## config.mk

```make
export PLATFORM = sky130hd
export DESIGN_NAME = luma_vertical_subpel_interp_flat
export DESIGN_NICKNAME = d
export VERILOG_FILES = /design/src/lvsi_pkg.sv /design/src/lvsi_stream_if.sv /design/src/lvsi_lane.sv /design/src/lvsi_merge.sv /design/src/luma_vertical_subpel_interp.sv /design/src/flat_wrapper.sv
export VERILOG_INCLUDE_DIRS = /design/src /design/src/src
export SDC_FILE = /design/constraint.sdc
export NUM_CORES = 1
export LEC_CHECK = 0
export BUFFER_PORTS_ARGS = -buffer_cell sky130_fd_sc_hd__buf_2
export CORE_ASPECT_RATIO = 0.9
export CORE_MARGIN = 2
export CORE_UTILIZATION = 50
export DETAILED_ROUTE_END_ITERATION = 7
export PLACE_DENSITY = 0.67
export SLEW_MARGIN = 20
export SYNTH_ARGS = -nofsm -noshare
export SYNTH_HDL_FRONTEND = slang
export SYNTH_SLANG_ARGS = --single-unit
```

## constraint.sdc

```tcl
create_clock -name i_clk -period 16 [get_ports i_clk]
set_input_delay 0.8 -clock i_clk [delete_from_list [all_inputs] [get_ports i_clk]]
set_output_delay 0.8 -clock i_clk [all_outputs]
set_load 0.02 [all_outputs]
```

## src/luma_vertical_subpel_interp_defines.svh

```systemverilog
// assertion macros shared by the luma vertical sub-pel interpolator
// no dependencies; included by files that carry assertions
`ifndef LUMA_VERTICAL_SUBPEL_INTERP_DEFINES_SVH
`define LUMA_VERTICAL_SUBPEL_INTERP_DEFINES_SVH

// same-cycle implication, checked outside reset
`define LVSI_ASSERT_NOW(label, clk, rst_n, ante, cons) \
    label: assert property (@(posedge clk) disable iff (!rst_n) (ante) |-> (cons)) \
        else $error("lvsi assertion failed");

// next-cycle implication, checked outside reset
`define LVSI_ASSERT_NEXT(label, clk, rst_n, ante, cons) \
    label: assert property (@(posedge clk) disable iff (!rst_n) (ante) |=> (cons)) \
        else $error("lvsi assertion failed");

`endif

```

## src/lvsi_pkg.sv

```systemverilog
// shared constants, types and codes of the luma vertical sub-pel interpolator
// no dependencies
package lvsi_pkg;

    localparam int LANES        = 4;
    localparam int WORD_LANES   = 4;
    localparam int ACTIVE_LANES = (LANES < WORD_LANES) ? LANES : WORD_LANES;
    localparam int PIX_W        = 8;
    localparam int WORD_W       = WORD_LANES * PIX_W;
    localparam int TAPS         = 6;
    localparam int WINDOW_ROWS  = 5;
    localparam int ROWS_PER_BLOCK = 9;
    localparam int CNT_W        = 4;
    localparam int SUM_W        = 16;
    localparam int ROUND_ADD    = 16;
    localparam int SHIFT_AMT    = 5;

    localparam logic [CNT_W-1:0] IDLE_COUNT = CNT_W'(ROWS_PER_BLOCK);
    localparam logic [CNT_W-1:0] FIRST_OUT  = CNT_W'(WINDOW_ROWS);
    localparam logic [CNT_W-1:0] LAST_OUT   = CNT_W'(ROWS_PER_BLOCK - 1);

    typedef enum logic [1:0] {
        MODE_FULL       = 2'd0,
        MODE_QUARTER_LO = 2'd1,
        MODE_HALF       = 2'd2,
        MODE_QUARTER_HI = 2'd3
    } t_frac_mode;

    typedef logic [PIX_W-1:0] t_pix;
    typedef t_pix [WORD_LANES-1:0] t_lane_pix;
    typedef t_pix [TAPS-1:0] t_taps;

    typedef struct packed {
        logic produce;
        logic last;
    } t_row_ctrl;

endpackage

```

## src/lvsi_stream_if.sv

```systemverilog
// handshake channels of the interpolator: reference rows in, predicted rows out
// depends on lvsi_pkg
interface lvsi_row_if;
    logic                       valid;
    logic                       ready;
    logic                       block_start;
    logic [1:0]                 frac_mode;
    logic [lvsi_pkg::WORD_W-1:0] row_pixels;

    modport source (output valid, block_start, frac_mode, row_pixels, input ready);
    modport sink   (input valid, block_start, frac_mode, row_pixels, output ready);
endinterface

interface lvsi_pred_if;
    logic                       valid;
    logic                       ready;
    logic [lvsi_pkg::WORD_W-1:0] pred_pixels;
    logic                       last_row;

    modport source (output valid, pred_pixels, last_row, input ready);
    modport sink   (input valid, pred_pixels, last_row, output ready);
endinterface

```

## src/lvsi_lane.sv

```systemverilog
// one pixel lane: six-tap vertical filter, clip, and quarter-pel averaging
// depends on lvsi_pkg
module lvsi_lane (
    input  lvsi_pkg::t_taps      i_taps,
    input  lvsi_pkg::t_frac_mode i_mode,
    output lvsi_pkg::t_pix       o_pix
);

    logic signed [lvsi_pkg::SUM_W-1:0] outer;
    logic signed [lvsi_pkg::SUM_W-1:0] inner;
    logic signed [lvsi_pkg::SUM_W-1:0] center;
    logic signed [lvsi_pkg::SUM_W-1:0] sum;
    logic        [lvsi_pkg::SUM_W-1:0] shifted;
    lvsi_pkg::t_pix                     half;
    logic        [lvsi_pkg::PIX_W:0]   avg_c;
    logic        [lvsi_pkg::PIX_W:0]   avg_d;

    always_comb begin
        outer  = $signed({8'd0, i_taps[0]}) + $signed({8'd0, i_taps[5]});
        inner  = $signed({8'd0, i_taps[1]}) + $signed({8'd0, i_taps[4]});
        center = $signed({8'd0, i_taps[2]}) + $signed({8'd0, i_taps[3]});
        sum    = outer - (inner <<< 2) - inner + (center <<< 4) + (center <<< 2)
                 + lvsi_pkg::SUM_W'(lvsi_pkg::ROUND_ADD);
        shifted = lvsi_pkg::SUM_W'(sum >>> lvsi_pkg::SHIFT_AMT);
        // negative sums clip to zero, large ones saturate
        if (sum[lvsi_pkg::SUM_W-1]) begin
            half = '0;
        end else if (shifted > lvsi_pkg::SUM_W'(255)) begin
            half = '1;
        end else begin
            half = shifted[lvsi_pkg::PIX_W-1:0];
        end
        avg_c = ({1'b0, half} + {1'b0, i_taps[2]} + 9'd1) >> 1;
        avg_d = ({1'b0, half} + {1'b0, i_taps[3]} + 9'd1) >> 1;
        case (i_mode)
            lvsi_pkg::MODE_FULL:       o_pix = i_taps[2];
            lvsi_pkg::MODE_QUARTER_LO: o_pix = avg_c[lvsi_pkg::PIX_W-1:0];
            lvsi_pkg::MODE_HALF:       o_pix = half;
            lvsi_pkg::MODE_QUARTER_HI: o_pix = avg_d[lvsi_pkg::PIX_W-1:0];
            default:                   o_pix = i_taps[2];
        endcase
    end

endmodule

```

## src/lvsi_merge.sv

```systemverilog
// merge stage: packs lane pixels into one word and holds it in the output register
// depends on lvsi_pkg and lvsi_stream_if
module lvsi_merge (
    input  logic                  i_clk,
    input  logic                  i_rst_n,
    input  logic                  i_take,
    input  lvsi_pkg::t_row_ctrl   i_ctrl,
    input  lvsi_pkg::t_lane_pix   i_lane_pix,
    output logic                  o_ready,
    lvsi_pred_if.source           o_pred
);

    logic                        r_valid;
    logic                        n_valid;
    logic [lvsi_pkg::WORD_W-1:0] r_pixels;
    logic                        r_last;

    // room when empty or when the held word leaves this cycle
    assign o_ready = !r_valid || o_pred.ready;

    always_comb begin
        n_valid = r_valid;
        if (i_take) begin
            n_valid = i_ctrl.produce;
        end else if (o_pred.ready) begin
            n_valid = 1'b0;
        end
    end

    always_ff @(posedge i_clk) begin
        if (!i_rst_n) begin
            r_valid <= 1'b0;
        end else begin
            r_valid <= n_valid;
        end
    end

    always_ff @(posedge i_clk) begin
        if (i_take && i_ctrl.produce) begin
            r_pixels <= i_lane_pix;
            r_last   <= i_ctrl.last;
        end
    end

    assign o_pred.valid       = r_valid;
    assign o_pred.pred_pixels = r_pixels;
    assign o_pred.last_row    = r_last;

endmodule

```

## src/luma_vertical_subpel_interp.sv

```systemverilog
// Vertical six-tap luma sub-pel interpolator for 4x4 blocks.
// Input channel i_row carries one reference row word per handshake: four
// 8-bit pixels, byte 0 leftmost, plus block_start and frac_mode. A block is
// nine rows, top to bottom, starting two rows above the predicted block;
// block_start marks the first, and frac_mode is latched with it.
// Output channel o_pred carries one predicted row word for each of the
// sixth to ninth rows; last_row flags the fourth output row.
// A result word appears in the cycle after the row that causes it is taken.
// Throughput: one row word per cycle while the receiver does not stall; the lanes
// filter combinationally and the result lands in a single output register.
// When the receiver stalls, the output register holds its word and i_row
// stays ready only if that word leaves in the same cycle.
// Reset clears the five-row window, the held mode and the output valid; the
// block comes up idle, and rows without block_start then pass through the
// window without producing output. A new block_start mid-block restarts.
// depends on lvsi_pkg, lvsi_stream_if, lvsi_lane, lvsi_merge and the defines header
`include "luma_vertical_subpel_interp_defines.svh"

module luma_vertical_subpel_interp (
    input  logic         i_clk,
    input  logic         i_rst_n,
    lvsi_row_if.sink     i_row,
    lvsi_pred_if.source  o_pred
);

    logic [lvsi_pkg::WINDOW_ROWS-1:0][lvsi_pkg::WORD_W-1:0] r_window;
    logic [lvsi_pkg::CNT_W-1:0]  r_count;
    logic [lvsi_pkg::CNT_W-1:0]  n_count;
    logic [lvsi_pkg::CNT_W-1:0]  eff_count;
    lvsi_pkg::t_frac_mode         r_mode;
    lvsi_pkg::t_frac_mode         eff_mode;
    logic                         take;
    logic                         merge_ready;
    lvsi_pkg::t_row_ctrl          ctrl;
    lvsi_pkg::t_lane_pix          lane_pix;

    assign i_row.ready = merge_ready;
    assign take        = i_row.valid && merge_ready;

    always_comb begin
        eff_count = i_row.block_start ? '0 : r_count;
        eff_mode  = i_row.block_start ? lvsi_pkg::t_frac_mode'(i_row.frac_mode) : r_mode;
        ctrl.produce = (eff_count >= lvsi_pkg::FIRST_OUT) && (eff_count <= lvsi_pkg::LAST_OUT);
        ctrl.last    = (eff_count == lvsi_pkg::LAST_OUT);
        n_count = (eff_count < lvsi_pkg::IDLE_COUNT) ? eff_count + 1'b1 : eff_count;
    end

    always_ff @(posedge i_clk) begin
        if (!i_rst_n) begin
            r_window <= '0;
            r_count  <= lvsi_pkg::IDLE_COUNT;
            r_mode   <= lvsi_pkg::MODE_FULL;
        end else if (take) begin
            for (int i = 0; i < lvsi_pkg::WINDOW_ROWS - 1; i++) begin
                r_window[i] <= r_window[i+1];
            end
            r_window[lvsi_pkg::WINDOW_ROWS-1] <= i_row.row_pixels;
            r_count <= n_count;
            r_mode  <= eff_mode;
        end
    end

    for (genvar l = 0; l < lvsi_pkg::WORD_LANES; l++) begin : g_lane
        if (l < lvsi_pkg::ACTIVE_LANES) begin : g_on
            lvsi_pkg::t_taps taps;
            always_comb begin
                for (int t = 0; t < lvsi_pkg::WINDOW_ROWS; t++) begin
                    taps[t] = r_window[t][l*lvsi_pkg::PIX_W +: lvsi_pkg::PIX_W];
                end
                taps[lvsi_pkg::TAPS-1] = i_row.row_pixels[l*lvsi_pkg::PIX_W +: lvsi_pkg::PIX_W];
            end
            lvsi_lane u_lane (
                .i_taps (taps),
                .i_mode (eff_mode),
                .o_pix  (lane_pix[l])
            );
        end else begin : g_off
            assign lane_pix[l] = '0;
        end
    end

    lvsi_merge u_merge (
        .i_clk      (i_clk),
        .i_rst_n    (i_rst_n),
        .i_take     (take),
        .i_ctrl     (ctrl),
        .i_lane_pix (lane_pix),
        .o_ready    (merge_ready),
        .o_pred     (o_pred)
    );

    `LVSI_ASSERT_NEXT(a_start_counts_one, i_clk, i_rst_n,
        take && i_row.block_start, r_count == lvsi_pkg::CNT_W'(1))
    `LVSI_ASSERT_NEXT(a_idle_stays_idle, i_clk, i_rst_n,
        take && !i_row.block_start && r_count == lvsi_pkg::IDLE_COUNT,
        r_count == lvsi_pkg::IDLE_COUNT && !o_pred.valid)
    `LVSI_ASSERT_NEXT(a_ninth_row_is_last, i_clk, i_rst_n,
        take && eff_count == lvsi_pkg::LAST_OUT, o_pred.valid && o_pred.last_row)
    `LVSI_ASSERT_NOW(a_stall_blocks_input, i_clk, i_rst_n,
        o_pred.valid && !o_pred.ready, !i_row.ready)

endmodule

```

## src/flat_wrapper.sv

```systemverilog
// flat-port wrapper written by rule: the top's interface ports become plain ports
module luma_vertical_subpel_interp_flat 
  (i_clk, i_rst_n, i_row_valid, i_row_block_start, i_row_frac_mode, i_row_row_pixels, i_row_ready, o_pred_valid, o_pred_pred_pixels, o_pred_last_row, o_pred_ready);
  lvsi_row_if i_row_i ();
  lvsi_pred_if o_pred_i ();
  input  logic i_clk;
  input  logic i_rst_n;
  input wire logic [$bits(i_row_i.valid)-1:0] i_row_valid;
  input wire logic [$bits(i_row_i.block_start)-1:0] i_row_block_start;
  input wire logic [$bits(i_row_i.frac_mode)-1:0] i_row_frac_mode;
  input wire logic [$bits(i_row_i.row_pixels)-1:0] i_row_row_pixels;
  output wire logic [$bits(i_row_i.ready)-1:0] i_row_ready;
  output wire logic [$bits(o_pred_i.valid)-1:0] o_pred_valid;
  output wire logic [$bits(o_pred_i.pred_pixels)-1:0] o_pred_pred_pixels;
  output wire logic [$bits(o_pred_i.last_row)-1:0] o_pred_last_row;
  input wire logic [$bits(o_pred_i.ready)-1:0] o_pred_ready;
  assign i_row_i.valid = i_row_valid;
  assign i_row_i.block_start = i_row_block_start;
  assign i_row_i.frac_mode = i_row_frac_mode;
  assign i_row_i.row_pixels = i_row_row_pixels;
  assign i_row_ready = i_row_i.ready;
  assign o_pred_valid = o_pred_i.valid;
  assign o_pred_pred_pixels = o_pred_i.pred_pixels;
  assign o_pred_last_row = o_pred_i.last_row;
  assign o_pred_i.ready = o_pred_ready;
  luma_vertical_subpel_interp u_core (.i_clk(i_clk), .i_rst_n(i_rst_n), .i_row(i_row_i), .o_pred(o_pred_i));
endmodule
```

* Yosys cells after proc, flatten, opt, wreduce, memory -nomap -nowiden
Index checks and enable logic that the tools add are counted.
** Storage, ports and cells
- RAM bits :: 0
- Output and inout port bits :: 35
- Word-level logic and storage cells :: 94
- Bits in latches :: 0
- Memories kept :: 0
- Input port bits :: 39
- ROM bits :: 0
- Register bits after elaboration :: 200
** Operators by class
- $add $sub $neg :: 49
- Divide/modulo/power cells :: 0
- Shift-type cells :: 0
- Multiplexer cells :: 17
- Equality and inequality tests :: 4
- Bitwise logic cells :: 0
- Magnitude comparators :: 7
- Reduce and logical (&&, ||, !) cells :: 7
- Multiply operators :: 0
** Operators by type and width (count)
- 8-bit by 8-bit adder with 9-bit output :: 20
- 8-bit case mux with 4 select lines :: 4
- 9-bit by 1-bit adder with 9-bit output (second input constant) :: 8
- 16-bit by 12-bit adder with 16-bit output :: 4
- 16-bit by 14-bit adder with 16-bit output :: 4
- 16-bit by 6-bit adder with 16-bit output (second input constant) :: 4
- 16-bit by 8-bit greater-than comparator with 1-bit output (second input constant) :: 4
- 8-bit two-way mux :: 8
- 16-bit by 10-bit subtractor with 16-bit output :: 4
- 16-bit by 12-bit subtractor with 16-bit output :: 4
- 4-bit two-way mux :: 2
- 4-bit by 1-bit adder with 4-bit output (second input constant) :: 1
- 2-bit == test (second input constant) :: 2
- 4-bit == test (second input constant) :: 1
- 4-bit by 3-bit greater-or-equal comparator with 1-bit output (second input constant) :: 1
- 4-bit less-or-equal comparator (second input constant) :: 1
- 4-bit < comparator (second input constant) :: 1
- 1-bit logical AND :: 3
- 2-bit by 1-bit == test with 1-bit output (second input constant) :: 1
- 2-bit logical NOT :: 1
- 1-bit two-way mux :: 2
- 2-bit two-way mux :: 1
- 2-bit nonzero test :: 1
- 1-bit logical NOT :: 1
- 1-bit logical OR :: 1

* Logic depth before layout (Yosys ltp)
- Depth in word-level cells :: 12
- Gate-level depth with buffers :: 37
- Mapped depth without buffers :: 36

* Hierarchy
From an unflattened synthesis, not the netlist that was laid out.
** Second synthesis, totals
- Cells, all modules :: 2276
- Area total of the unflattened synthesis :: 19617.6 um^2
** By module, submodules not included
- luma_vertical_subpel_interp :: times used 1, cells an instance 735, area each 6277.3 um^2, seq. area each 3323.2 um^2
- lvsi_lane (u_core.g_lane[2].g_on.u_lane) :: times used 1, cells an instance 401, area each 3201.8 um^2, seq. area each 0.0 um^2
- lvsi_lane (u_core.g_lane[1].g_on.u_lane) :: times used 1, cells an instance 378, area each 3146.8 um^2, seq. area each 0.0 um^2
- lvsi_lane (u_core.g_lane[3].g_on.u_lane) :: times used 1, cells an instance 370, area each 2980.4 um^2, seq. area each 0.0 um^2
- lvsi_lane (u_core.g_lane[0].g_on.u_lane) :: times used 1, cells an instance 354, area each 2969.1 um^2, seq. area each 0.0 um^2
- lvsi_merge :: times used 1, cells an instance 38, area each 1042.2 um^2, seq. area each 1011.0 um^2

* Least setup slack after synthesis
Ideal clock, no wire load.
- Path kind :: in2reg
- From :: input port i_row_row_pixels[24]
- To :: register u_core.u_merge.r_pixels (netlist bit u_core.u_merge.o_pred.pred_pixels[28]) (data pin)
- Cell stages on the path :: 33
- Arrival time :: 7.171 ns
- Path slack :: 8.557 ns
- Data required time :: 15.728 ns
- Library setup time :: 0.272 ns
- Path buffers :: 1
- Cells stage by stage :: ha_1 > inv_1 > fa_1 > inv_1 > a21oi_1 > o21ai_0 > a21oi_1 > o21bai_1 > a21o_1 > a21oi_1 > fa_1 > inv_1 > fa_1 > inv_1 > fa_1 > inv_1 > ha_1 > nor2b_1 > or3_1 > o21ai_2 > o21ai_2 > xnor2_1 > or2_1 > clkbuf_1 > o21ai_1 > inv_2 > ha_1 > a21oi_1 > nor2b_1 > a311oi_2 > nor2_1 > xor2_1 > mux4_2
** On the way
- Cells in the longest elaborated chain, start to end :: 12
- Elaborated cells between the ends (all ways) :: 14
- Those cells by class :: add/sub (10); order compare (1); mux (3)
** RTL lines
- from (decl) :: line flat_wrapper.sv:11 : input wire logic [$bits(i_row_i.row_pixels)-1:0] i_row_row_pixels;
- 8-bit by 8-bit adder with 9-bit output (*) :: line lvsi_lane.sv:19 : outer = $signed({8'd0, i_taps[0]}) + $signed({8'd0, i_taps[5]});
- 16-bit by 12-bit subtractor with 16-bit output (*) :: line lvsi_lane.sv:22 : sum = outer - (inner <<< 2) - inner + (center <<< 4) + (center <<< 2)
- 16-bit by 10-bit subtractor with 16-bit output (*) :: line lvsi_lane.sv:22
- 16-bit by 14-bit adder with 16-bit output (*) :: line lvsi_lane.sv:22
- 16-bit by 12-bit adder with 16-bit output (*) :: line lvsi_lane.sv:22
- 16-bit by 6-bit adder with 16-bit output (*) :: line lvsi_lane.sv:23 : + lvsi_pkg::SUM_W'(lvsi_pkg::ROUND_ADD);
- 16-bit by 8-bit greater-than comparator with 1-bit output :: line lvsi_lane.sv:28 : end else if (shifted > lvsi_pkg::SUM_W'(255)) begin
- 8-bit two-way mux :: line lvsi_lane.sv:28
- 8-bit two-way mux (*) :: line lvsi_lane.sv:26 : if (sum[lvsi_pkg::SUM_W-1]) begin
- 8-bit by 8-bit adder with 9-bit output (on tied branches) :: line lvsi_lane.sv:34, lvsi_lane.sv:33
- 9-bit by 1-bit adder with 9-bit output (on tied branches) :: line lvsi_lane.sv:34, lvsi_lane.sv:33
- 8-bit case mux with 4 select lines (*) :: line lvsi_lane.sv:35 : case (i_mode)
- net u_core.g_lane[3].g_on.u_lane.o_pix[4] :: line lvsi_lane.sv:6 : output lvsi_pkg::t_pix o_pix
- to (signal assigned) :: line lvsi_merge.sv:40 : r_pixels <= i_lane_pix;
- to (decl) :: line lvsi_merge.sv:15 : logic [lvsi_pkg::WORD_W-1:0] r_pixels;
The timed path passes the listed nets; every way through them passes the cells marked *.
A chain may end at the register's enable or synchronous reset.

* Worst setup path in the final report
- From :: register u_core.r_window (netlist bit u_core.g_lane[1].g_on.taps[8])
- To :: register u_core.u_merge.r_pixels (netlist bit u_core.u_merge.o_pred.pred_pixels[14]) (data pin)
** On the way
- Cells in the longest elaborated chain, start to end :: 12
- Elaborated cells between the ends (all ways) :: 14
- Those cells by class :: add/sub (10); order compare (1); mux (3)
** RTL lines
- from (decl) :: line luma_vertical_subpel_interp.sv:26 : logic [lvsi_pkg::WINDOW_ROWS-1:0][lvsi_pkg::WORD_W-1:0] r_window;
- from (signal, indexed assignment) :: line luma_vertical_subpel_interp.sv:55 : r_window[i] <= r_window[i+1];
- from (signal, indexed assignment) :: line luma_vertical_subpel_interp.sv:57 : r_window[lvsi_pkg::WINDOW_ROWS-1] <= i_row.row_pixels;
- 8-bit by 8-bit adder with 9-bit output (*) :: line lvsi_lane.sv:20 : inner = $signed({8'd0, i_taps[1]}) + $signed({8'd0, i_taps[4]});
- 16-bit by 12-bit subtractor with 16-bit output :: line lvsi_lane.sv:22
- 16-bit by 10-bit subtractor with 16-bit output (*) :: line lvsi_lane.sv:22
- 16-bit by 14-bit adder with 16-bit output (*) :: line lvsi_lane.sv:22
- 16-bit by 12-bit adder with 16-bit output (*) :: line lvsi_lane.sv:22
- 16-bit by 6-bit adder with 16-bit output (*) :: line lvsi_lane.sv:23
- 16-bit by 8-bit greater-than comparator with 1-bit output :: line lvsi_lane.sv:28
- 8-bit two-way mux :: line lvsi_lane.sv:28
- 8-bit two-way mux (*) :: line lvsi_lane.sv:26
- 8-bit by 8-bit adder with 9-bit output (on tied branches) :: line lvsi_lane.sv:34, lvsi_lane.sv:33
- 9-bit by 1-bit adder with 9-bit output (on tied branches) :: line lvsi_lane.sv:34, lvsi_lane.sv:33
- 8-bit case mux with 4 select lines (*) :: line lvsi_lane.sv:35
- net u_core.g_lane[1].g_on.u_lane.o_pix[6] :: line lvsi_lane.sv:6
Marks and branches as above.

==> results_dict.tcl <==
set metrics [dict create \
    synth_cell_types 76 \
    grt_first_pass_wirelength_um 74300 \
    drtPass1Iterations 7 \
    die_w_um 209 \
    layout_commonest_cell "nand2_1" \
    finalHoldViolations 0 \
    postSynthRegisterBits 200 \
    switchingPower_uw 916 \
    outcome "complete, no violations" \
    post_drt_via_cell_ratio 5.42 \
    tightest_slew_ns 1.05 \
    start_util_pct 50.7 \
    postCtsSetupRepairBufs 0 \
    yosys.area_share.xor_xnor_pct 5.93 \
    route.detailed.drc 0 \
    layout.filler_cells 3502 \
    maximum_number_of_pins_on_one_net_before_global_route_repair 134 \
    tritoncts "built" \
    average_routed_wire_per_standard_cell_um 15.8 \
    synthToLayoutAreaGrowth_pct 7.23 \
    crit_slowest_cell "a2111oi_0" \
    placement.setup.worst_slack_ns 7.67 \
    finalSetupViolations 0 \
    combPwrFrac_pct 54.3 \
    register_area_um2 4330 \
    power.sequential.fraction_pct 25.6 \
    cp_slowest_stage_delay_ns 0.56 \
    cts_htree_levels 4 \
    timing.critical_path.from_type "flip-flop" \
    routabilityCongestion 0.915 \
    tns_ns 0 \
    fmax_mhz 125 \
    dr_wl_met2_um 20400 \
    setup_ws_final_ns 7.98 \
    post_synth_fa_ha_maj_area_fraction_pct 27.8 \
    cts_buffer_depth 2 \
    synth-simple-area-share_pct 14.3 \
    synth_compound_gate_area_share_pct 20.7 \
    ioPinCount 74 \
    yosysWarningCount 0 \
    post_synth_instance_area_um2 18900 \
    grt_setup_unrepaired "no" \
    drive_gt1_share_pct 6.02 \
    dieArea_um2 39400 \
    power.share.switching_pct 42.3 \
    core_region_area_um2 37300 \
    vdd_drop_max_mv 0.0781 \
    drv_cap 0 \
    grt.total_usage_pct 23.1 \
    final_area_um2 20300 \
    dominant_combinational_cell_family_by_area_after_synthesis "adder cells" \
    insertion_delay_to_the_later_sink_of_the_worst_skew_pair_ns 0.47 \
    max-slew-margin-rel_pct 29.7 \
    critPathMaxFanout 7 \
    detailroute.wirelength.met3_um 1730 \
    hold_class "reg2reg" \
    drtAntennaViolNets 0 \
    antenna_found_initial 0 \
    synth_enable_flop_cells 33 \
    p_int_mw 1.25 \
    crit_path_end_kind "flip-flop" \
    tritoncts_buffer_count 17 \
    grt_remaining_overflow 0 \
    finalCoreUtilization_pct 54.4 \
    fraction_of_power_consumed_by_the_clock_network_pct 20.1 \
    total_length_of_routed_wires_um 44100 \
    power_leakage_nw 9.24 \
    asyncSetResetFlopFracSynth_pct 0 \
    synth_sequential_area_ratio_pct 22.9 \
    final.min_clock_period_ns 8.02 \
    rr_worst_depth 31 \
    total_power_mw 2.16 \
    ctsRootBufferMaster "clkbuf_16" \
    critPathArrivalTime_ns 8.22 \
    worstHoldPathCells 2 \
    layout.nets 2696 \
    clk_pin_slew_worst_paths_ns 0.07 \
    cts.sinks 200 \
    route.vias.total 15100 \
    syn_nets 2669 \
    post_synth_inst_count 2270 \
    dr.max_layer_used "met4" \
    postPlaceCellArea_um2 19700 \
    mean_area_per_synthesized_cell_um2 8.33 \
    synth.mux.area_fraction_pct 1.37 \
    final-max-slew-violation-count 0 \
    synth-main-ff-cell "dfxtp_1" \
    power_density_nw_per_um2 107 \
    chipHeight_um 189 \
    category_of_the_most_critical_setup_path "reg2reg" \
    layout_common_cells "396 x nand2_1, 278 x inv_1, 260 x ha_1" \
    place_hpwl_um 33900 \
    antenna_cells_inserted 0 \
    timing.critical_path.required_ns 16.20 \
    grt_pass1_vias 15200 \
    numPortBuffers 73 \
    wl_met1_um 21500 \
    fin_skew_ns 0.0133 \
    area_of_the_multi_input_gates_um2 13300 \
    hold_buffers 0 \
    number_of_gates_given_a_new_drive_strength_after_cts 0 \
    final.period_utilization_pct 50.1 \
    drt-initial-drc-count 766 \
    row_count 67 \
]
through the flow:
stage / std cells / hold slack (ns)
after floorplan: 2270 / 0.447
after global placement: 2761 / 0.456
after detailed placement: 2761 / 0.465
after CTS: 2793 / 0.475
after global routing: 2793 / 0.489
final: 2793 / 0.473
kinds of logic after synthesis:
logic type	count (synthesis)
xor gates and xnor gates	128
adders and majority gates	360
muxes	24
DFF	200
and+or+nand+nor	633
buffers and inverters	353
AOI/OAI and AO/OA	572
cells in the mapped netlist, types with 3 or more instances:
library cell	count	share of area (%)
nand2_1	397	7.9
inv_1	278	5.5
ha_1	260	17
dfxtp_1	167	18
a21boi_0	162	6.4
a21oi_1	114	3.0
fa_1	100	11
nor2_1	93	1.8
xnor2_1	91	4.2
clkbuf_1	68	1.3
o21ai_0	64	1.7
a21o_1	48	1.9
xor2_1	37	1.7
o21a_1	36	1.4
edfxtp_1	33	5.2
nor2b_1	30	0.99
o21bai_1	30	1.2
nand2b_1	29	0.96
o21ai_1	24	0.63
nor3_1	22	0.58
a211oi_1	20	0.79
mux2i_1	18	0.95
nand3_1	14	0.37
or3_1	13	0.43
and2_1	12	0.40
a21boi_1	7	0.28
o211ai_1	6	0.24
and3_1	5	0.17
mux2_2	5	0.30
nand4_1	5	0.17
a311oi_1	4	0.19
a31oi_1	4	0.13
buf_1	4	0.079
o2111ai_1	4	0.19
o211a_1	4	0.21
a2111oi_0	3	0.14
inv_2	3	0.060
nor3b_1	3	0.12
o21ai_2	3	0.14
o221ai_1	3	0.14
o311ai_0	3	0.14
or2_1	3	0.099
power groups by stage:
stage	clock (mW)	combinational [mW]	sequential, mW
2_1_floorplan	0	0.918	0.567
3_3_place_gp	0	1.13	0.565
3_5_place_dp	0	1.16	0.566
4_1_cts	0.447	1.17	0.554
5_1_grt	0.469	1.32	0.556
6_report	0.435	1.18	0.554
worst max-delay path: cells and delay by family, from the launching register on:
| kind | cells | cell delay (ns) |
|---|---|---|
| xor gates and xnor gates | 1 | 0.12 |
| DFF | 1 | 0.33 |
| and+or+nand+nor | 7 | 1.28 |
| AOI/OAI and AO/OA | 11 | 2.70 |
| muxes | 1 | 0.13 |
| adders and majority gates | 7 | 2.93 |
| buffers and inverters | 4 | 0.27 |
sequential cells by signal, summed over array words and instances, names as in the netlist:
| register | flops |
|---|---|
| u_core.r_count | 4 |
| u_core.u_merge.o_pred.last_row | 1 |
| u_core.u_merge.o_pred.pred_pixels | 32 |
| u_core.r_mode | 2 |
| u_core.u_merge.o_pred.valid | 1 |
| u_core.g_lane.g_on.taps | 160 |
final timing paths:
| check | startpoint | to | slack (ns) |
|---|---|---|---|
| setup / recovery | u_core.g_lane[1].g_on.taps[8] | u_core.u_merge.o_pred.pred_pixels[14] | 7.98 |
| hold / removal | u_core.g_lane[3].g_on.taps[3] | u_core.g_lane[3].g_on.taps[3] | 0.47 |
| setup reg to reg | u_core.g_lane[1].g_on.taps[8] | u_core.u_merge.o_pred.pred_pixels[14] | 7.98 |
| hold reg to reg | u_core.g_lane[3].g_on.taps[3] | u_core.g_lane[3].g_on.taps[3] | 0.47 |
cell type report:
type / count / area share (%)
flip-flops and latches: 200 / 21.4
inverters: 281 / 5.20
clock inverters: 15 / 0.709
well taps: 483 / 2.98
repair buffers: 80 / 2.09
multi-input cells: 1717 / 65.6
clock buffers: 17 / 2.10
routing by layer:
metal | track usage [%] | vias up
li1 | - | 7680
met1 | 31.4 | 7171
met2 | 38.7 | 249
met3 | 3.62 | 36
met4 | 5.19 | 0
met5 | 0 | -
(Power assumes the default switching activity.)
